## config.mk

```make
export PLATFORM = sky130hd
export DESIGN_NAME = ttse_eval
export DESIGN_NICKNAME = d
export VERILOG_FILES = /design/src/hw/rtl/ttse_pkg.sv /design/src/hw/rtl/ttse_eval.sv
export SDC_FILE = /design/constraint.sdc
export NUM_CORES = 2
export LEC_CHECK = 0
export BUFFER_PORTS_ARGS = -buffer_cell sky130_fd_sc_hd__buf_2
export CAP_MARGIN = 20
export CORE_ASPECT_RATIO = 1.4
export CORE_MARGIN = 3
export CORE_UTILIZATION = 65
export DETAILED_ROUTE_END_ITERATION = 10
export PLACE_DENSITY = 0.94
export SLEW_MARGIN = 30
export SYNTH_ARGS = -nofsm -noshare
export SYNTH_HDL_FRONTEND = slang
export SYNTH_SLANG_ARGS = --single-unit
```

## constraint.sdc

```tcl
create_clock -name vclk -period 20.1
set_input_delay 1.005 -clock vclk [all_inputs]
set_output_delay 1.005 -clock vclk [all_outputs]
set_load 0.1 [all_outputs]
```

## src/hw/rtl/ttse_pkg.sv

```systemverilog
// Package for the tick trade signal engine: sizes, register codes and shared types.
// No dependencies; the other files that use it refer to it by scoped names.
package ttse_pkg;

  localparam int NUM_INSTRUMENTS   = 16;
  localparam int WINDOW_LEN        = 10;
  localparam int MIN_FOR_DEVIATION = 5;
  localparam int MOM_DEPTH         = 3;
  localparam int PCT_SCALE         = 100;

  localparam int INST_W   = 4;
  localparam int PRICE_W  = 22;
  localparam int DEV_W    = 6;
  localparam int OFFSET_W = 14;

  localparam int INST_AW = (NUM_INSTRUMENTS > 1) ? $clog2(NUM_INSTRUMENTS) : 1;
  localparam int PTR_W   = $clog2(WINDOW_LEN);
  localparam int CNT_W   = $clog2(WINDOW_LEN + 1);
  localparam int SUM_W   = PRICE_W + PTR_W;

  localparam int RING_DEPTH = NUM_INSTRUMENTS * WINDOW_LEN;
  localparam int RING_AW    = $clog2(RING_DEPTH);

  localparam int FACT_W   = $clog2(PCT_SCALE + (1 << DEV_W));
  localparam int CNT100_W = $clog2(WINDOW_LEN * PCT_SCALE + 1);

  localparam int APB_AW    = 4;
  localparam int CFG_DW    = 32;
  localparam int REG_IDX_W = APB_AW - 2;

  localparam int OBUF_AW    = 2;
  localparam int OBUF_DEPTH = 1 << OBUF_AW;
  localparam int OBUF_CW    = OBUF_AW + 1;
  localparam int OCC_W      = $clog2(OBUF_DEPTH + 3);

  localparam logic [PRICE_W-1:0]  LOW_THR_RST  = PRICE_W'(1050000);
  localparam logic [PRICE_W-1:0]  HIGH_THR_RST = PRICE_W'(1950000);
  localparam logic [DEV_W-1:0]    DEV_PCT_RST  = DEV_W'(2);
  localparam logic [OFFSET_W-1:0] OFFSET_RST   = OFFSET_W'(100);

  typedef enum logic [REG_IDX_W-1:0] {
    REG_LOW_THR,
    REG_HIGH_THR,
    REG_DEV_PCT,
    REG_ORDER_OFS
  } reg_idx_t;

  typedef struct packed {
    logic [PRICE_W-1:0]  low_thr;
    logic [PRICE_W-1:0]  high_thr;
    logic [DEV_W-1:0]    dev_pct;
    logic [OFFSET_W-1:0] offset;
  } cfg_t;

  typedef struct packed {
    logic [PRICE_W-1:0] prev2;
    logic [PRICE_W-1:0] prev1;
    logic [CNT_W-1:0]   cnt;
    logic [SUM_W-1:0]   sum;
  } hist_rec_t;

  typedef struct packed {
    logic [INST_W-1:0]  inst;
    logic [PRICE_W-1:0] price;
    logic [CNT_W-1:0]   cnt;
    logic [SUM_W-1:0]   sum;
    logic               thr_hit;
    logic               mom_hit;
  } eval_t;

  typedef struct packed {
    logic s1_valid;
    logic s2_valid;
  } hist_stat_t;

  typedef struct packed {
    logic [INST_W-1:0]  inst;
    logic [PRICE_W-1:0] price;
    logic               is_buy;
  } order_t;

endpackage

```

## src/hw/rtl/ttse_eval.sv

```systemverilog
// Signal evaluation: cross-multiplied deviation test, buy/sell decision, order price.
// Depends on ttse_pkg.
module ttse_eval (
  input  logic            ev_valid,
  input  ttse_pkg::eval_t ev,
  input  ttse_pkg::cfg_t  cfg,
  output logic            push,
  output ttse_pkg::order_t order
);

  localparam int LHS_W  = ttse_pkg::PRICE_W + ttse_pkg::CNT100_W;
  localparam int BAND_W = ttse_pkg::SUM_W + ttse_pkg::FACT_W;
  localparam int PC_W   = ttse_pkg::PRICE_W + ttse_pkg::CNT_W;

  logic [ttse_pkg::FACT_W-1:0]   lo_f;
  logic [ttse_pkg::FACT_W-1:0]   hi_f;
  logic [ttse_pkg::CNT100_W-1:0] cnt100;
  logic [LHS_W-1:0]              lhs;
  logic [BAND_W-1:0]             band_lo;
  logic [BAND_W-1:0]             band_hi;
  logic [PC_W-1:0]               price_cnt;
  logic                          dev_en;
  logic                          dev_hit;
  logic                          below;
  logic                          buy;
  logic                          sell;
  logic [ttse_pkg::PRICE_W:0]    price_up;
  logic [ttse_pkg::PRICE_W-1:0]  ofs;

  assign lo_f      = ttse_pkg::FACT_W'(ttse_pkg::PCT_SCALE) - ttse_pkg::FACT_W'(cfg.dev_pct);
  assign hi_f      = ttse_pkg::FACT_W'(ttse_pkg::PCT_SCALE) + ttse_pkg::FACT_W'(cfg.dev_pct);
  assign cnt100    = ttse_pkg::CNT100_W'(ev.cnt) * ttse_pkg::CNT100_W'(ttse_pkg::PCT_SCALE);
  assign lhs       = ev.price * cnt100;
  assign band_lo   = ev.sum * lo_f;
  assign band_hi   = ev.sum * hi_f;
  assign price_cnt = ev.price * ev.cnt;

  assign dev_en  = (ttse_pkg::MIN_FOR_DEVIATION <= ttse_pkg::WINDOW_LEN)
                && (ev.cnt >= ttse_pkg::CNT_W'(ttse_pkg::MIN_FOR_DEVIATION));
  assign dev_hit = dev_en && ((lhs < band_lo) || (lhs > band_hi));
  assign below   = price_cnt < ev.sum;
  assign buy     = ev.thr_hit || ev.mom_hit || (dev_hit && below);
  assign sell    = dev_hit && !below;

  assign ofs      = ttse_pkg::PRICE_W'(cfg.offset);
  assign price_up = ev.price + ofs;

  always_comb begin
    order.inst   = ev.inst;
    order.is_buy = buy;
    if (buy) begin
      order.price = price_up[ttse_pkg::PRICE_W] ? '1 : price_up[ttse_pkg::PRICE_W-1:0];
    end else begin
      order.price = (ev.price > ofs) ? ev.price - ofs : '0;
    end
  end

  assign push = ev_valid && (buy || sell);

endmodule

```

==> results.md <==
* Slew Limit Fails at 0
* I/O Buffers at 99
* Slowest cell delay on critical path at 1070 ps
* Crit path capture type: output port
* Endpoints failing hold at 0
* Gate Count Post-Synth at 2891
* Die width at 167.7 um
* Top cells by area, synth: fa_1, ha_1, inv_1
* Top-area cell type share of the netlist area at 35.95%
* Final worst path period share at 61.74%
* CLK BUF at 0
* Largest area contributor in the netlist: fa_1
* Post-detail-place hpwl at 54530 um
* Global-route wire length before repair at 105900 um
* Seq/Total Area, Yosys at 0%
* Most frequent CP cell: fa_1
* Seq cells at 0
* Largest net degree at the start of global routing at 63
* TNS Setup at 0 ps
* Crit path max-delay cell type: fa_1
* Aggregate global routing overflow at 0
* Synthesized area per cell at 8.226 um^2
* CP Max Fanout at 62
* Slew at the pin with the worst max-slew slack at 900.5 ps
* Post-cts hold buffer count at 0
* DRT Wirelength at 63860 um
* Met1 usage at 38.05%
* Pre-antenna DRT Iters at 9
* Share of cells above drive strength 1 at 5.028%
* CP Data Required Time at 19090 ps
* Rel. slew slack at 39.97%
* Maxcap violations at 0
* Sequential cell area at 0 um^2
* Startpoint Class: input pin
* Detailed Route Iter0 Violations at 1411
* Area of the multi-input gates at 21300 um^2
* # Post-CTS Setup Buffers at 0
* Warnings, synthesis at 0
* Post-cts resize count at 0
* Die ar. at 38950 um^2
* Max Clk Rate at 80.58 MHz
* Post-route ant nets at 0
* DR vias/cell at 6.122
* Final Wtd Congestion at 0.9631
* # diodes at 0
* Shortest period the worst path allows at 12410 ps
* GRT Overall Usage at 32.87%
* GR Util met3 at 4.462%
* Status: finished, violations left
* Setup CP Type: input pin to output port
* Starting Density at 66.22%
* Area grow syn2layout at 3.404%
* Highest-count cells in the layout ignoring fill and taps: inv_1, fa_1, ha_1
* Worst EP arrival at 11410 ps
* RSZ-0062 raised after global routing: no
* Mapped Area at 23780 um^2
* DRC viols at 1
* Hold WC Path Type: input pin to output port
* Violations in the final reports: DRC
* Worst Hold Depth at 0
* Die height at 232.3 um
* Layout fillers at 2673
* Vias in the first global route at 22420
* Busiest grt layer: met2
* Met2 Use GR at 59.12%
* Io pins at 151
* Commonest non-fill, non-tap cell in the layout: inv_1
* Core area at 35910 um^2
* Setup violators final at 0
* Initial antenna violation count at 0
* Avg WL per Cell at 18.97 um
* Synth unique cells at 82
* Fin nets at 3789
* Syn nets at 3774
* FP Rows at 82
* Vias at 20610
* Min-Delay Endpoint: order[23]
* Hold Crit Start: ev[54]
[synthesized netlist by cell type, drive strengths merged (15+ instances only)]
cell type and n:
nand2b 27, a21oi 155, and3 15, clkbuf 85, ha 333, o21ai 74, xnor2 56, o21a 19
and2 276, a21o 60, nor3 23, nand2 227, nand3 34, nor2b 24, a31oi 15, inv 562
o211ai 17, nor2 212, xor2 50, o21bai 25, fa 427, nand4 21
[per-layer routing]
| metal | vias to the layer above | share of wire [%] |
|---|---|---|
| met2 | 1140 | 51 |
| met4 | 0 | 6.2 |
| met1 | 9978 | 36 |
| met3 | 323 | 7.5 |
| met5 | - | 0 |
| li1 | 9165 | - |
[layout make-up]
class | count | area share, %
Tap cell | 462 | 2.351
Multi-Input combinational cell | 2228 | 86.63
Inverter | 565 | 8.625
Timing Repair Buffer | 111 | 2.397
[kinds of logic (layout without fill, tap and decap cells)]
group                    count (synthesis)  after routing  synth area share, %
AND/OR/NAND/NOR                        898            898                19.02
XOR/XNOR                               107            107                4.030
AO/OA/AOI/OAI                          448            448                12.23
adder cells (fa/ha/maj)                762            762                53.55
multiplexers                            13             13               0.5472
buffers and inverters                  663            676                10.62
[per-stage QoR]
stage / utilization [%] / instances / instance area, um^2 / hold slack (ps) / setup slack [ps]
finish: 68.48 / 3366 / 24590 / 2010 / 7689
detailed placement: 68.41 / 3365 / 24560 / 2011 / 7786
floorplan: - / 2891 / 23780 / 2222 / 8574
CTS: 68.41 / 3365 / 24560 / 2011 / 7763
global route: 68.48 / 3366 / 24590 / 2010 / 7151
global placement: 68.41 / 3365 / 24560 / 2011 / 7922
[worst max-delay path, delay by kind of cell]
kind | cells | cell delay [ps]
adder cells (fa/ha/maj) | 9 | 4100
buffers and inverters | 5 | 1030
AO/OA/AOI/OAI | 11 | 2200
XOR/XNOR | 1 | 180
AND/OR/NAND/NOR | 9 | 2860
[how the worst max path moves through the flow]
stage	slack [ps]	start	depth (start not counted)	endpoint
detailed placement	7790	ev[30]	37	order[15]
global placement	7920	ev[30]	37	order[15]
finish	7690	ev[29]	35	order[15]
floorplan	8570	ev[30]	38	order[15]
global route	7150	ev[29]	36	order[15]
CTS	7760	ev[30]	37	order[15]
Power is left out: the tool's default activity adds up to more than one toggle a clock period on the data nets, which glitch-free logic cannot reach.
