## config.mk

```make
export PLATFORM = sky130hd
export DESIGN_NAME = ttse_obuf_flat
export DESIGN_NICKNAME = d
export VERILOG_FILES = /design/src/hw/rtl/ttse_pkg.sv /design/src/hw/rtl/ttse_if.sv /design/src/hw/rtl/ttse_obuf.sv /design/src/flat_wrapper.sv
export SDC_FILE = /design/constraint.sdc
export NUM_CORES = 1
export LEC_CHECK = 0
export ABC_AREA = 1
export BUFFER_PORTS_ARGS = -buffer_cell sky130_fd_sc_hd__buf_2
export CORE_AREA = 2 2 104 106
export CTS_BUF_LIST = sky130_fd_sc_hd__clkbuf_4 sky130_fd_sc_hd__clkbuf_8
export CTS_CLUSTER_SIZE = 14
export DETAILED_ROUTE_END_ITERATION = 16
export DIE_AREA = 0 0 106 108
export PLACE_DENSITY = 0.73
export REMOVE_ABC_BUFFERS = 1
export SYNTH_ARGS = -nofsm -noshare
export SYNTH_HDL_FRONTEND = slang
export SYNTH_SLANG_ARGS = --single-unit
export TNS_END_PERCENT = 20
```

## constraint.sdc

```tcl
create_clock -name clk -period 1.5 [get_ports clk]
set_input_delay 0.15 -clock clk [delete_from_list [all_inputs] [get_ports clk]]
set_output_delay 0.15 -clock clk [all_outputs]
set_load 0.02 [all_outputs]
```

## src/hw/rtl/ttse_pkg.sv

```systemverilog
// Package for the tick trade signal engine: sizes, register codes and shared types.
// No dependencies; the other files that use it refer to it by scoped names.
package ttse_pkg;

  localparam int NUM_INSTRUMENTS   = 16;
  localparam int WINDOW_LEN        = 10;
  localparam int MIN_FOR_DEVIATION = 5;
  localparam int MOM_DEPTH         = 3;
  localparam int PCT_SCALE         = 100;

  localparam int INST_W   = 4;
  localparam int PRICE_W  = 22;
  localparam int DEV_W    = 6;
  localparam int OFFSET_W = 14;

  localparam int INST_AW = (NUM_INSTRUMENTS > 1) ? $clog2(NUM_INSTRUMENTS) : 1;
  localparam int PTR_W   = $clog2(WINDOW_LEN);
  localparam int CNT_W   = $clog2(WINDOW_LEN + 1);
  localparam int SUM_W   = PRICE_W + PTR_W;

  localparam int RING_DEPTH = NUM_INSTRUMENTS * WINDOW_LEN;
  localparam int RING_AW    = $clog2(RING_DEPTH);

  localparam int FACT_W   = $clog2(PCT_SCALE + (1 << DEV_W));
  localparam int CNT100_W = $clog2(WINDOW_LEN * PCT_SCALE + 1);

  localparam int APB_AW    = 4;
  localparam int CFG_DW    = 32;
  localparam int REG_IDX_W = APB_AW - 2;

  localparam int OBUF_AW    = 2;
  localparam int OBUF_DEPTH = 1 << OBUF_AW;
  localparam int OBUF_CW    = OBUF_AW + 1;
  localparam int OCC_W      = $clog2(OBUF_DEPTH + 3);

  localparam logic [PRICE_W-1:0]  LOW_THR_RST  = PRICE_W'(1050000);
  localparam logic [PRICE_W-1:0]  HIGH_THR_RST = PRICE_W'(1950000);
  localparam logic [DEV_W-1:0]    DEV_PCT_RST  = DEV_W'(2);
  localparam logic [OFFSET_W-1:0] OFFSET_RST   = OFFSET_W'(100);

  typedef enum logic [REG_IDX_W-1:0] {
    REG_LOW_THR,
    REG_HIGH_THR,
    REG_DEV_PCT,
    REG_ORDER_OFS
  } reg_idx_t;

  typedef struct packed {
    logic [PRICE_W-1:0]  low_thr;
    logic [PRICE_W-1:0]  high_thr;
    logic [DEV_W-1:0]    dev_pct;
    logic [OFFSET_W-1:0] offset;
  } cfg_t;

  typedef struct packed {
    logic [PRICE_W-1:0] prev2;
    logic [PRICE_W-1:0] prev1;
    logic [CNT_W-1:0]   cnt;
    logic [SUM_W-1:0]   sum;
  } hist_rec_t;

  typedef struct packed {
    logic [INST_W-1:0]  inst;
    logic [PRICE_W-1:0] price;
    logic [CNT_W-1:0]   cnt;
    logic [SUM_W-1:0]   sum;
    logic               thr_hit;
    logic               mom_hit;
  } eval_t;

  typedef struct packed {
    logic s1_valid;
    logic s2_valid;
  } hist_stat_t;

  typedef struct packed {
    logic [INST_W-1:0]  inst;
    logic [PRICE_W-1:0] price;
    logic               is_buy;
  } order_t;

endpackage

```

## src/hw/rtl/ttse_if.sv

```systemverilog


interface ttse_order_if;
  logic                         valid;
  logic                         ready;
  logic [ttse_pkg::INST_W-1:0]  order_instrument;
  logic [ttse_pkg::PRICE_W-1:0] order_price;
  logic                         is_buy;

  modport source (output valid, output order_instrument, output order_price, output is_buy,
                  input ready);
  modport sink   (input valid, input order_instrument, input order_price, input is_buy,
                  output ready);
endinterface

```

## src/hw/rtl/ttse_obuf.sv

```systemverilog
// Output queue of orders; drives the order channel and reports its fill level.
// Depends on ttse_pkg and ttse_order_if.
module ttse_obuf (
  input  logic                          clk,
  input  logic                          rst_n,
  input  logic                          push,
  input  ttse_pkg::order_t              din,
  output logic [ttse_pkg::OBUF_CW-1:0]  level,
  ttse_order_if.source                  out_order
);

  ttse_pkg::order_t               mem_r [ttse_pkg::OBUF_DEPTH];
  logic [ttse_pkg::OBUF_AW-1:0]   wr_ptr_r;
  logic [ttse_pkg::OBUF_AW-1:0]   rd_ptr_r;
  logic [ttse_pkg::OBUF_CW-1:0]   cnt_r;
  logic [ttse_pkg::OBUF_CW-1:0]   cnt_nxt;
  logic                           pop;
  ttse_pkg::order_t               head;

  assign pop     = out_order.valid && out_order.ready;
  assign cnt_nxt = cnt_r + ttse_pkg::OBUF_CW'(push) - ttse_pkg::OBUF_CW'(pop);

  always_ff @(posedge clk) begin
    if (!rst_n) begin
      wr_ptr_r <= '0;
      rd_ptr_r <= '0;
      cnt_r    <= '0;
    end else begin
      cnt_r <= cnt_nxt;
      if (push) begin
        wr_ptr_r <= wr_ptr_r + 1'b1;
      end
      if (pop) begin
        rd_ptr_r <= rd_ptr_r + 1'b1;
      end
    end
  end

  always_ff @(posedge clk) begin
    if (push) begin
      mem_r[wr_ptr_r] <= din;
    end
  end

  assign head                       = mem_r[rd_ptr_r];
  assign out_order.valid            = cnt_r != '0;
  assign out_order.order_instrument = head.inst;
  assign out_order.order_price      = head.price;
  assign out_order.is_buy           = head.is_buy;
  assign level                      = cnt_r;

endmodule

```

## src/flat_wrapper.sv

```systemverilog
// flat-port wrapper written by rule: the top's interface ports become plain ports
module ttse_obuf_flat 
  (clk, rst_n, push, din, level, out_order_valid, out_order_order_instrument, out_order_order_price, out_order_is_buy, out_order_ready);
  ttse_order_if out_order_i ();
  input  logic clk;
  input  logic rst_n;
  input  logic push;
  input  ttse_pkg::order_t din;
  output logic [ttse_pkg::OBUF_CW-1:0] level;
  output wire logic [$bits(out_order_i.valid)-1:0] out_order_valid;
  output wire logic [$bits(out_order_i.order_instrument)-1:0] out_order_order_instrument;
  output wire logic [$bits(out_order_i.order_price)-1:0] out_order_order_price;
  output wire logic [$bits(out_order_i.is_buy)-1:0] out_order_is_buy;
  input wire logic [$bits(out_order_i.ready)-1:0] out_order_ready;
  assign out_order_valid = out_order_i.valid;
  assign out_order_order_instrument = out_order_i.order_instrument;
  assign out_order_order_price = out_order_i.order_price;
  assign out_order_is_buy = out_order_i.is_buy;
  assign out_order_i.ready = out_order_ready;
  ttse_obuf u_core (.clk(clk), .rst_n(rst_n), .push(push), .din(din), .level(level), .out_order(out_order_i));
endmodule
```

==> results.md <==
- Pwr dens: 1570 nW/um^2
- Num CTS Buffers: 17
- Antenna cells: 0
- Most frequent cells in the layout: edfxtp_1 (108), nor2_1 (56), buf_2 (36), buf_4 (36), dlygate4sd3_1 (28)
- Complex-gate fraction of the synthesized area: 0.107
- Via count: 2935
- Commonest non-fill, non-tap cell in the layout: edfxtp_1
- Post-route ant nets: 0
- First-pass GRT wire length: 14800 um
- Initial antenna violation count: 0
- Crit path buf inv count: 3
- Multiplexer share of the synthesized area: 0
- Largest family of logic cells by synthesized area: compound AO/OA/AOI/OAI gates
- Failing checks: setup timing
- NetSw: roughly 2.8 mW
- Crit start category: register
- Total negative slack: -4130 ps
- Post-synthesis adder-cell area fraction: 0.0211
- CTS H-tree lvls: 4
- CP delay by family, top: flip-flops
- Starting density of the core: 0.441
- Kind of critical path: reg -> out
- Clock root buffer: clkbuf_8
- Comb pwr share: 0.303
- Worst Path Max Fanout: 10
- Post-Syn Area per Cell: around 14 um^2
- Clk_lat worst skew: about 420 ps
- TritonCTS clock tree: done
- Switching share of total power: 0.298
- Synth Flop Type: edfxtp_1
- Clk sinks: 117
- Endpoint class of the critical path: output pin
- Clock Tree Buf Depth: 2
- Post-synthesis instance total: about 320
- Total congestion overflow: 0
- Worst min-delay path class: in -> reg
- Max frequency: 590 MHz
- Simple-gate area share of the yosys netlist: 0.0630
- Die Y: 108 um
- P_int: 6.61 mW
- Final Max Tran Viols: 0
- Hold Violations, Final: 0
- Row count: 37
- RSZ-0062 raised after global routing: true
- Core Box Area: 10200 um^2
- Final period util: 1.13
- Yosys top cell by area: edfxtp_1
- Die area: 11400 um^2
- 1st-iter DRT viols: 180
- FFs w/ async S/R, synth: 0
- VDD IR max: 840 uV
- Yosys reg bits: about 120
- Final setup violation count: 29
- Synthesized area: 4510 um^2
- Routed wire length per instance: 16.0 um
- Share of cells above drive strength 1: 0.307
- Synth Area in XOR/XNOR: 0
- Sequential share of the synthesized area: 0.759
- Dpl cells: about 520
- Most common cell on crit path: buf_4
- Setup ws final: -196 ps
- Max-capacitance violation count: 0
- Worst-Margin Slew: about 240 ps
- Top cells by area, synth: edfxtp_1 (72%), nor2_1 (4.9%), dfxtp_1 (4.0%), o22ai_1 (3.7%), o21ai_0 (3.7%)
- DIE WIDTH: 106 um
- Port buffer count: 61
- GPL Wtd Cong: 0.719
- Via/cell ratio: 4.98
- Slowest-stage cell, CP: dfxtp_4
- Pre-Repair DR Iteration Count: 4
- CP cell instances: inv_8, buf_4, o21ai_1, o22ai_1, buf_4
- Hold slack: 106 ps
- DRC: 0
- Post-DP HPWL: 5450 um
- Min Tclk post-route: 1700 ps
- Synth cell types: 19
- Nets@finish: 478
- Crit path DAT: 1550 ps
- Post-synth EDFFs: roughly 110
- Flop pwr share: 0.412
- Required time at the worst-slack endpoint: 1350 ps
- Ys Warns: 0
- # IOs: 62
- Pin count of the biggest net entering global routing: 28
- Leakage: 2.27 nW
- Routed wire length: 9400 um
- Vias in the first global route: 2989
- Status: complete, but fails checks
- Clock Skews: 14.1 ps
- Worst slew margin: 0.841
- CP peak stage delay: 460 ps
- P&R area growth vs syn: 33.0%
- Clock power share: 0.285
- Reg clk slew, reported paths: 60 ps
- Top cell type's share of synthesized area: 0.719
- Post-Layout Cell Count: 589
- GRT Resource Usage Total: 0.173
## power groups by stage
| stage | clock network [mW] | logic, mW | registers, mW |
|---|---|---|---|
| after floorplan | 0 | 1.20 | 4.03 |
| after global placement | 0 | 2.23 | 3.93 |
| after detailed placement | 0 | 2.29 | 3.93 |
| after CTS | 2.73 | 2.73 | 3.88 |
| after global routing | 2.87 | 3.10 | 3.91 |
| final | 2.68 | 2.86 | 3.89 |
## cell type report
| type | count | area (um^2) |
|---|---|---|
| sequential | 117 | 3430 |
| fill | 785 | 4230 |
| clock inverter | 5 | 48.8 |
| clock buffer | 27 | 334 |
| inverter | 17 | 76.3 |
| timing repair buffer | 116 | 1010 |
| tap | 136 | 170 |
| multi-input combinational | 171 | 921 |
## timing repair
item                       CTS  global route
pin swaps                   12             8
setup endpoints to repair   29            29
setup buffers                5             0
hold buffers                28             0
cloned                       2             0
hold endpoints to repair   111             0
resized for setup           37            26
## registers in the layout, summed over array words and instances (netlist names), named ones only
signal           count
u_core.mem_r       108
u_core.level         3
u_core.rd_ptr_r      2
u_core.wr_ptr_r      2
## stage by stage
step	utilization	setup WS (ps)	area [um^2]	power (mW)
detailed placement	0.496	-211	5070	6.22
global route	0.586	-273	6000	9.88
global placement	0.496	-168	5070	6.16
finish	0.586	-196	6000	9.43
floorplan	-	-415	4360	5.23
CTS	0.580	-197	5930	9.34
## cell families after synthesis
| logic type | Yosys count |
|---|---|
| and+or+nand+nor | 75 |
| DFF | 117 |
| buffers and inverters | 33 |
| AOI/OAI and AO/OA | 89 |
| adders and majority gates | 7 |
## worst paths after layout
kind	start	end	slack, ps	cells past startpoint
hold / removal	out_order_ready	u_core.rd_ptr_r[0]$_SDFFE_PN0P_	110	4
setup reg to reg	u_core.level[1]$_SDFF_PN0_	u_core.level[1]$_SDFF_PN0_	-160	8
setup / recovery	register	out_order_order_instrument[0]	-200	5
hold reg to reg	u_core.rd_ptr_r[0]$_SDFFE_PN0P_	u_core.rd_ptr_r[0]$_SDFFE_PN0P_	490	2
## tightest hold or removal path, stage by stage
cell	delay (ps)
buf_2	80
buf_4	100
a21oi_1	70
nor2_1	80
## synthesized netlist by cell type (2+ instances only)
cell type / instances
edfxtp_1: 108
o22ai_1: 27
ha_1: 6
dfxtp_1: 9
nand3_1: 2
inv_1: 15
o21ai_1: 23
o21ai_0: 33
buf_2: 4
nor2_1: 59
a21oi_1: 5
buf_6: 10
nand2_1: 14
## metal layers
| layer | up-vias | global-route usage | wire length (um) |
|---|---|---|---|
| met2 | 81 | 0.287 | 4670 |
| met5 | - | 0 | 0 |
| li1 | 1427 | - | - |
| met3 | 7 | 0.0621 | 551 |
| met4 | 0 | 0.0714 | 85 |
| met1 | 1420 | 0.206 | 4090 |
No activity file was read; power rests on OpenSTA's default activity.
