`src/hw/rtl/ttse_pkg.sv`:
```
// Package for the tick trade signal engine: sizes, register codes and shared types.
// No dependencies; the other files that use it refer to it by scoped names.
package ttse_pkg;

  localparam int NUM_INSTRUMENTS   = 16;
  localparam int WINDOW_LEN        = 10;
  localparam int MIN_FOR_DEVIATION = 5;
  localparam int MOM_DEPTH         = 3;
  localparam int PCT_SCALE         = 100;

  localparam int INST_W   = 4;
  localparam int PRICE_W  = 22;
  localparam int DEV_W    = 6;
  localparam int OFFSET_W = 14;

  localparam int INST_AW = (NUM_INSTRUMENTS > 1) ? $clog2(NUM_INSTRUMENTS) : 1;
  localparam int PTR_W   = $clog2(WINDOW_LEN);
  localparam int CNT_W   = $clog2(WINDOW_LEN + 1);
  localparam int SUM_W   = PRICE_W + PTR_W;

  localparam int RING_DEPTH = NUM_INSTRUMENTS * WINDOW_LEN;
  localparam int RING_AW    = $clog2(RING_DEPTH);

  localparam int FACT_W   = $clog2(PCT_SCALE + (1 << DEV_W));
  localparam int CNT100_W = $clog2(WINDOW_LEN * PCT_SCALE + 1);

  localparam int APB_AW    = 4;
  localparam int CFG_DW    = 32;
  localparam int REG_IDX_W = APB_AW - 2;

  localparam int OBUF_AW    = 2;
  localparam int OBUF_DEPTH = 1 << OBUF_AW;
  localparam int OBUF_CW    = OBUF_AW + 1;
  localparam int OCC_W      = $clog2(OBUF_DEPTH + 3);

  localparam logic [PRICE_W-1:0]  LOW_THR_RST  = PRICE_W'(1050000);
  localparam logic [PRICE_W-1:0]  HIGH_THR_RST = PRICE_W'(1950000);
  localparam logic [DEV_W-1:0]    DEV_PCT_RST  = DEV_W'(2);
  localparam logic [OFFSET_W-1:0] OFFSET_RST   = OFFSET_W'(100);

  typedef enum logic [REG_IDX_W-1:0] {
    REG_LOW_THR,
    REG_HIGH_THR,
    REG_DEV_PCT,
    REG_ORDER_OFS
  } reg_idx_t;

  typedef struct packed {
    logic [PRICE_W-1:0]  low_thr;
    logic [PRICE_W-1:0]  high_thr;
    logic [DEV_W-1:0]    dev_pct;
    logic [OFFSET_W-1:0] offset;
  } cfg_t;

  typedef struct packed {
    logic [PRICE_W-1:0] prev2;
    logic [PRICE_W-1:0] prev1;
    logic [CNT_W-1:0]   cnt;
    logic [SUM_W-1:0]   sum;
  } hist_rec_t;

  typedef struct packed {
    logic [INST_W-1:0]  inst;
    logic [PRICE_W-1:0] price;
    logic [CNT_W-1:0]   cnt;
    logic [SUM_W-1:0]   sum;
    logic               thr_hit;
    logic               mom_hit;
  } eval_t;

  typedef struct packed {
    logic s1_valid;
    logic s2_valid;
  } hist_stat_t;

  typedef struct packed {
    logic [INST_W-1:0]  inst;
    logic [PRICE_W-1:0] price;
    logic               is_buy;
  } order_t;

endpackage

```
`src/hw/rtl/ttse_cfg.sv`:
```
// APB-style configuration registers: thresholds, deviation band and order offset.
// Depends on ttse_pkg.
module ttse_cfg (
  input  logic                          clk,
  input  logic                          rst_n,
  input  logic                          psel,
  input  logic                          penable,
  input  logic                          pwrite,
  input  logic [ttse_pkg::APB_AW-1:0]   paddr,
  input  logic [ttse_pkg::CFG_DW-1:0]   pwdata,
  output logic [ttse_pkg::CFG_DW-1:0]   prdata,
  output logic                          pready,
  output ttse_pkg::cfg_t                cfg
);

  logic [ttse_pkg::PRICE_W-1:0]  low_thr_r;
  logic [ttse_pkg::PRICE_W-1:0]  high_thr_r;
  logic [ttse_pkg::DEV_W-1:0]    dev_pct_r;
  logic [ttse_pkg::OFFSET_W-1:0] offset_r;
  ttse_pkg::reg_idx_t            reg_idx;
  logic                          wr_en;

  assign reg_idx = ttse_pkg::reg_idx_t'(paddr[ttse_pkg::APB_AW-1:2]);
  assign wr_en   = psel && penable && pwrite;
  assign pready  = 1'b1;

  always_ff @(posedge clk) begin
    if (!rst_n) begin
      low_thr_r  <= ttse_pkg::LOW_THR_RST;
      high_thr_r <= ttse_pkg::HIGH_THR_RST;
      dev_pct_r  <= ttse_pkg::DEV_PCT_RST;
      offset_r   <= ttse_pkg::OFFSET_RST;
    end else if (wr_en) begin
      unique case (reg_idx)
        ttse_pkg::REG_LOW_THR:   low_thr_r  <= pwdata[ttse_pkg::PRICE_W-1:0];
        ttse_pkg::REG_HIGH_THR:  high_thr_r <= pwdata[ttse_pkg::PRICE_W-1:0];
        ttse_pkg::REG_DEV_PCT:   dev_pct_r  <= pwdata[ttse_pkg::DEV_W-1:0];
        ttse_pkg::REG_ORDER_OFS: offset_r   <= pwdata[ttse_pkg::OFFSET_W-1:0];
        default: ;
      endcase
    end
  end

  always_comb begin
    unique case (reg_idx)
      ttse_pkg::REG_LOW_THR:   prdata = ttse_pkg::CFG_DW'(low_thr_r);
      ttse_pkg::REG_HIGH_THR:  prdata = ttse_pkg::CFG_DW'(high_thr_r);
      ttse_pkg::REG_DEV_PCT:   prdata = ttse_pkg::CFG_DW'(dev_pct_r);
      ttse_pkg::REG_ORDER_OFS: prdata = ttse_pkg::CFG_DW'(offset_r);
      default:                 prdata = '0;
    endcase
  end

  assign cfg.low_thr  = low_thr_r;
  assign cfg.high_thr = high_thr_r;
  assign cfg.dev_pct  = dev_pct_r;
  assign cfg.offset   = offset_r;

endmodule

```
`config.mk`:
```
export PLATFORM = sky130hd
export DESIGN_NAME = ttse_cfg
export DESIGN_NICKNAME = d
export VERILOG_FILES = /design/src/hw/rtl/ttse_pkg.sv /design/src/hw/rtl/ttse_cfg.sv
export SDC_FILE = /design/constraint.sdc
export NUM_CORES = 1
export LEC_CHECK = 0
export ABC_AREA = 0
export BUFFER_PORTS_ARGS = -buffer_cell sky130_fd_sc_hd__buf_2
export CORE_ASPECT_RATIO = 0.5
export CORE_UTILIZATION = 40
export DETAILED_ROUTE_END_ITERATION = 8
export HOLD_SLACK_MARGIN = 0.12
export PLACE_DENSITY = 0.8
export SLEW_MARGIN = 0
export SYNTH_ARGS = -nofsm -noshare
export SYNTH_HDL_FRONTEND = slang
export SYNTH_SLANG_ARGS = --single-unit
```
`constraint.sdc`:
```
create_clock -name clk -period 1.6 [get_ports clk]
set_input_delay 0.08 -clock clk [delete_from_list [all_inputs] [get_ports clk]]
set_output_delay 0.08 -clock clk [all_outputs]
set_load 0.05 [all_outputs]
```
==> out/qor.csv, run 1 <==
stage,metric,value,unit
outcome,run_status,"complete, no violations",
clock_tree,post_cts_buffers,0,
sta,tightest_slew,586,ps
layout,layout_commonest_cell,buf_2,
clock_tree,root_buffer,clkbuf_16,
pwr,clockPowerShare,44.3,%
drt,drt_pass1_iterations,4,
pwr,p_per_area,950,nW/um^2
setup_path,critPathRequiredTime,1520,ps
grt,grt_pass1_wl,11800,um
synthesis,yosys_warnings,0,
sta,final.min_clock_period,1410,ps
sta,fin_skew,0,ps
floorplan,rows,22,
placement,numPortBuffers,114,
layout,drive_gt1_share,32.6,%
grt,grt-ovfl-total,0,
floorplan,die_w,126,um
setup_path,critPathMaxStageDelay,470,ps
drt,wirelength,7400,um
sta,fin_ws,187,ps
grt,antenna_found_initial,0,
sta,slew_headroom,60.9,%
pwr,vdd_drop_max,0.588,mV
pwr,finalPower,3.96,mW
clock_tree,h-tree-depth,3,
floorplan,die_h,64.0,um
layout,fin_area,4170,um^2
pwr,p_comb_share,14.4,%
drt,viasPerCell,4.81,
synthesis,seq_area_frac_synth,41.6,%
clock_tree,ctsResizeCount,0,
placement,place_congestion,0.785,
synthesis,ys_ff_latch,64,
setup_path,cp.arrival,1330,ps
clock_tree,clock_path_buffers,2,
drt,drt_iter0_drc,130,
pwr,seqPwrFrac,41.3,%
synthesis,avgSynthCellArea,9.62,um^2
clock_tree,clk-insertion-delay-late,320,ps
sta,setup_viol,0,
pwr,p_int,2.92,mW
setup_path,worstSetupPathType,flop to output port,
setup_path,critPathCaptureType,output port,
clock_tree,numCtsBuffers,9,
pwr,p_leak,2.00,nW
sta,fin_crit_sh,88.3,%
floorplan,core_area,7380,um^2
drt,via_count,2643,
synthesis,syn_inst,320,
job,drv_cap,0,
layout,layout_common_cells,"buf_2 (114), nand2_1 (76), mux2i_1 (75)",
sta,tns,0,ps
grt,grt_use_total,18.9,%
clock_tree,clk_pin_slew_worst_paths,50,ps
grt,grt_pass1_vias,2366,
clock_tree,clock-sinks,64,
drt,drtAntennaViolNets,0,
pwr,swShare,26.4,%
sta,hold_viol,0,
drt,wl_per_cell,13.4,um
floorplan,ios,138,
floorplan,start_util,41.7,%
sta,fmax,0.708,GHz
clock_tree,tritoncts,yes,
placement,dp_slack,235,ps
grt,grt_max_degree,96,
layout,syn2layout_area_growth,35.4,%
setup_path,critical_path.cell_chain,mux4_2 -> buf_2,
pwr,p_sw,1.04,mW
placement,hpwl,5050,um
sta,rsz0062_at_grt,no,
layout,nNetsFinal,491,
drt,route.detailed.drc,0,
placement,place_area,3670,um^2
min_path,min_path_type,primary input to flop,
floorplan,die-area,8070,um^2
synthesis,synth.distinct_cells,23,
setup_path,slowest_stage,mux4_2,
sta,maxSlewViolCount,0,
setup_path,startpoint_type,flop,
setup_path,cp_max_fo,3,
layout,antennaDiodeCount,0,
synthesis,syn_area,3080,um^2
-- worst paths after layout --
path                 startpoint       endpoint  slack, ps  cells past startpoint
setup / recovery    offset_r[2]      prdata[2]        190                      2
hold / removal         paddr[3]   low_thr_r[7]        190                      3
setup reg to reg  low_thr_r[10]  low_thr_r[10]        890                      2
hold reg to reg    low_thr_r[3]   low_thr_r[3]        470                      2
-- synthesized netlist by cell type --
cell,number,share of area (%)
nor2_1,8,0.98
buf_4,12,2.9
nand3_2,1,0.33
nor2b_1,23,4.7
or3_1,1,0.20
conb_1,2,0.24
nor3b_2,1,0.41
inv_1,5,0.61
nor3b_4,1,0.61
or2_2,1,0.20
nor3_4,1,0.53
dfxtp_1,64,42
o211ai_1,5,1.2
or3b_1,1,0.28
clkbuf_1,12,1.5
o31ai_1,2,0.49
nand2_1,76,9.3
and2_1,1,0.20
buf_6,7,2.6
mux2i_1,75,24
buf_2,4,0.65
mux4_2,6,4.4
o21ai_0,11,1.8
-- flip-flops by register name, summed over array words and instances (netlist names) --
signal,count
high_thr_r,22
low_thr_r,22
offset_r,14
dev_pct_r,6
-- layer usage --
layer | global-route usage (%) | vias up | routed length, um
met5 | 0 | - | 0
met4 | 5.57 | 0 | 89
met3 | 4.86 | 9 | 318
met2 | 33.5 | 75 | 3760
met1 | 22.6 | 1245 | 3230
li1 | - | 1314 | -
-- metrics by stage --
step,util (%),hold slack (ps),instances
floorplan,-,219,329
global placement,49.8,338,513
detailed placement,49.8,349,513
CTS,56.5,190,550
global route,56.5,221,550
finish,56.5,188,550
-- kinds of logic (layout without fill, tap and decap cells) --
family                 after synthesis  in the layout  synth area share, %
buffers and inverters               40            165                 8.21
AO/OA/AOI/OAI                       18             18                 3.49
flip-flops                          64             64                 41.6
multiplexers                        81             81                 28.8
other                                2             11                0.244
AND/OR/NAND/NOR                    115            115                 17.7
-- power by group through the flow --
stage,clock (mW),sequential [mW],combinational (mW)
finish,1.75,1.64,0.569
floorplan,0,1.74,0.350
global route,1.86,1.64,0.604
global placement,0,1.67,0.523
CTS,1.79,1.63,0.570
detailed placement,0,1.67,0.526
-- repair_timing --
item,in CTS,in global routing
hold buffers,22,0
hold endpoints to repair,64,0
endpoints found under the setup margin,0,0
-- cell type report --
cell class | count | area, um^2
inverter | 5 | 18.8
timing repair buffer | 145 | 896
clock buffer | 12 | 256
clock inverter | 3 | 17.5
multi-input combinational | 225 | 1580
fill | 646 | 3210
sequential | 64 | 1280
tap | 96 | 120
-- worst max-delay path, delay by kind of cell, from the launching register on --
family | cells | cell delay, ps
mux | 1 | 470
buf+inv | 1 | 230
flops | 1 | 320
Power figures use the tool's default switching activity.
==> run 2: changes to the inputs <==
- CTS_BUF_LIST: default -> sky130_fd_sc_hd__clkbuf_16
==> run 2 against run 1 <==
  * Die area unchanged
  * Critical endpoint is now prdata[0]
  * Cell count unchanged
  * Wire length down 0.85%
  * Clock power down 6%
  * Worst hold slack better by 3.0 ps
  * Flip-flop and latch count unchanged
  * Via count down 0.98%
  * Clock-buffer cell count down 3
  * Fmax about the same
  * Clock skew unchanged
  * Total power down 2.6%
==> out/qor.csv, run 2 (synthesis results as in run 1) <==
stage,metric,value,unit,change
outcome,run_status,"complete, no violations",,unchanged
min_path,hold_end,low_thr_r[7],,unchanged
drt,top_layer_used,met4,,unchanged
placement,hpwl,5050,um,unchanged
layout,layout_commonest_cell,buf_2,,unchanged
clock_tree,post_cts_buffers,0,,unchanged
floorplan,die_h,64.0,um,unchanged
drt,wl_per_cell,13.3,um,was 13.4 um
drt,route.detailed.drc,0,,unchanged
layout,final_util,56.2,%,was 56.5%
clock_tree,clock_path_buffers,2,,unchanged
setup_path,startpoint_type,flop,,unchanged
grt,antenna_found_initial,0,,unchanged
placement,place_area,3670,um^2,unchanged
sta,fin_crit_sh,88.2,%,was 88.3%
floorplan,die_w,126,um,unchanged
setup_path,worstSetupPathType,flop to output port,,unchanged
drt,drtAntennaViolNets,0,,unchanged
setup_path,critPathCaptureType,output port,,unchanged
sta,fin_ws,188,ps,was 187 ps
sta,holdWs,191,ps,was 188 ps
sta,setup_viol,0,,unchanged
layout,drive_gt1_share,32.2,%,was 32.6%
sta,tns,0,ps,unchanged
setup_path,cp_max_fo,3,,unchanged
min_path,hold_start,paddr[3],,unchanged
floorplan,rows,22,,unchanged
setup_path,critPathRequiredTime,1520,ps,about the same
setup_path,reg2reg_slack,910,ps,was 890 ps
clock_tree,tritoncts,yes,,unchanged
placement,numPortBuffers,114,,unchanged
sta,hold_viol,0,,unchanged
layout,layout_top_registers,"high_thr_r (22), low_thr_r (22), offset_r (14)",,unchanged
grt,grt_use_total,18.7,%,was 18.9%
floorplan,start_util,41.7,%,unchanged
pwr,p_comb_share,14.7,%,was 14.4%
grt,grt_pass1_vias,2378,,was 2366
setup_path,cp.arrival,1330,ps,about the same
setup_path,timing.rr.start,low_thr_r[10],,unchanged
clock_tree,numCtsBuffers,9,,unchanged
sta,slew_headroom,61.4,%,was 60.9%
placement,dp_slack,235,ps,unchanged
grt,grt-ovfl-total,0,,unchanged
setup_path,critical_path.cell_chain,mux4_2 -> buf_2,,unchanged
clock_tree,clk_pin_slew_worst_paths,50,ps,about the same
placement,place_inst,513,,unchanged
drt,dr_wl_met2,3630,um,was 3760 um
clock_tree,root_buffer,clkbuf_16,,unchanged
setup_path,r2r_cells,2,,unchanged
floorplan,die-area,8070,um^2,unchanged
pwr,swShare,27.0,%,was 26.4%
sta,maxSlewViolCount,0,,unchanged
sta,fmax,0.708,GHz,about the same
job,drv_cap,0,,unchanged
drt,dr_wl_met3,322,um,was 318 um
drt,via_count,2617,,was 2643
layout,fin_area,4150,um^2,was 4170 um^2
layout,syn2layout_area_growth,34.7,%,was 35.4%
drt,drt_pass1_iterations,4,,unchanged
sta,rsz0062_at_grt,no,,unchanged
layout,nNetsFinal,491,,unchanged
floorplan,core_area,7380,um^2,unchanged
drt,viasPerCell,4.76,,was 4.81
layout,nFillCells,650,,was 646
pwr,finalPower,3.86,mW,was 3.96 mW
clock_tree,clock-sinks,64,,unchanged
setup_path,slowest_stage,mux4_2,,unchanged
sta,fin_skew,0,ps,unchanged
layout,layout_common_cells,"buf_2 (114), nand2_1 (76), mux2i_1 (75)",,unchanged
layout,layout.cells.non_filler,550,,unchanged
setup_path,critPathMaxStageDelay,460,ps,was 470 ps
drt,wirelength,7330,um,was 7400 um
pwr,p_sw,1.04,mW,about the same
sta,final.min_clock_period,1410,ps,about the same
pwr,clockPowerShare,42.8,%,was 44.3%
grt,grt_pass1_wl,11700,um,was 11800 um
drt,wirelength_met1,3320,um,was 3230 um
min_path,holdPathStages,3,,unchanged
grt,grt_max_degree,96,,unchanged
pwr,p_leak,1.99,nW,was 2.00 nW
floorplan,ios,138,,unchanged
layout,antennaDiodeCount,0,,unchanged
pwr,p_per_area,929,nW/um^2,was 950 nW/um^2
min_path,min_path_type,primary input to flop,,unchanged
pwr,seqPwrFrac,42.4,%,was 41.3%
clock_tree,clk-insertion-delay-late,320,ps,about the same
sta,tightest_slew,579,ps,was 586 ps
setup_path,timing.rr.end,low_thr_r[10],,unchanged
pwr,p_int,2.81,mW,was 2.92 mW
drt,drt_iter0_drc,96,,was 130
placement,place_congestion,0.785,,unchanged
pwr,vdd_drop_max,0.467,mV,was 0.588 mV
clock_tree,h-tree-depth,3,,unchanged
## run 2: final cells by class
cell class | count | area, um^2 | share of cell area [%]
clock inverter | 6 | 28.8 | 0.694
timing repair buffer | 145 | 896 | 21.6
inverter | 5 | 18.8 | 0.452
tap | 96 | 120 | 2.90
clock buffer | 9 | 225 | 5.43
multi-input combinational | 225 | 1580 | 38.1
sequential | 64 | 1280 | 30.9
## run 2: worst max-delay path: cells and delay by family, from the launching register on
family                 cells  cell delay, ps
DFF                        1             330
muxes                      1             460
buffers and inverters      1             220
## run 2: repair_timing
action | 4_1_cts | 5_1_grt
setup endpoints to repair | 0 | 0
resized for setup | 0 | 0
hold buffers | 22 | 0
hold endpoints to repair | 64 | 0
## run 2: layer usage
| metal | up-vias | track usage (%) |
|---|---|---|
| met5 | - | 0 |
| met1 | 1235 | 22.6 |
| met3 | 6 | 6.28 |
| li1 | 1315 | - |
| met2 | 61 | 31.9 |
| met4 | 0 | 4.97 |
## run 2: power by group through the flow
| stage | clock network [mW] | logic [mW] | registers (mW) |
|---|---|---|---|
| 6_report | 1.65 | 0.568 | 1.64 |
| 2_1_floorplan | 0 | 0.350 | 1.74 |
| 3_5_place_dp | 0 | 0.526 | 1.67 |
| 3_3_place_gp | 0 | 0.523 | 1.67 |
| 5_1_grt | 1.77 | 0.604 | 1.64 |
| 4_1_cts | 1.68 | 0.569 | 1.63 |
## run 2: worst max-delay path by stage
stage                  startpoint       endpoint  slack, ps  depth (start not counted)
finish                offset_r[0]      prdata[0]        190                          2
global route          offset_r[2]      prdata[2]        140                          2
CTS                   offset_r[2]      prdata[2]        170                          2
detailed placement         pwrite  low_thr_r[13]        240                          5
global placement         paddr[2]      prdata[2]        260                          4
floorplan           high_thr_r[8]      prdata[8]         20                          2
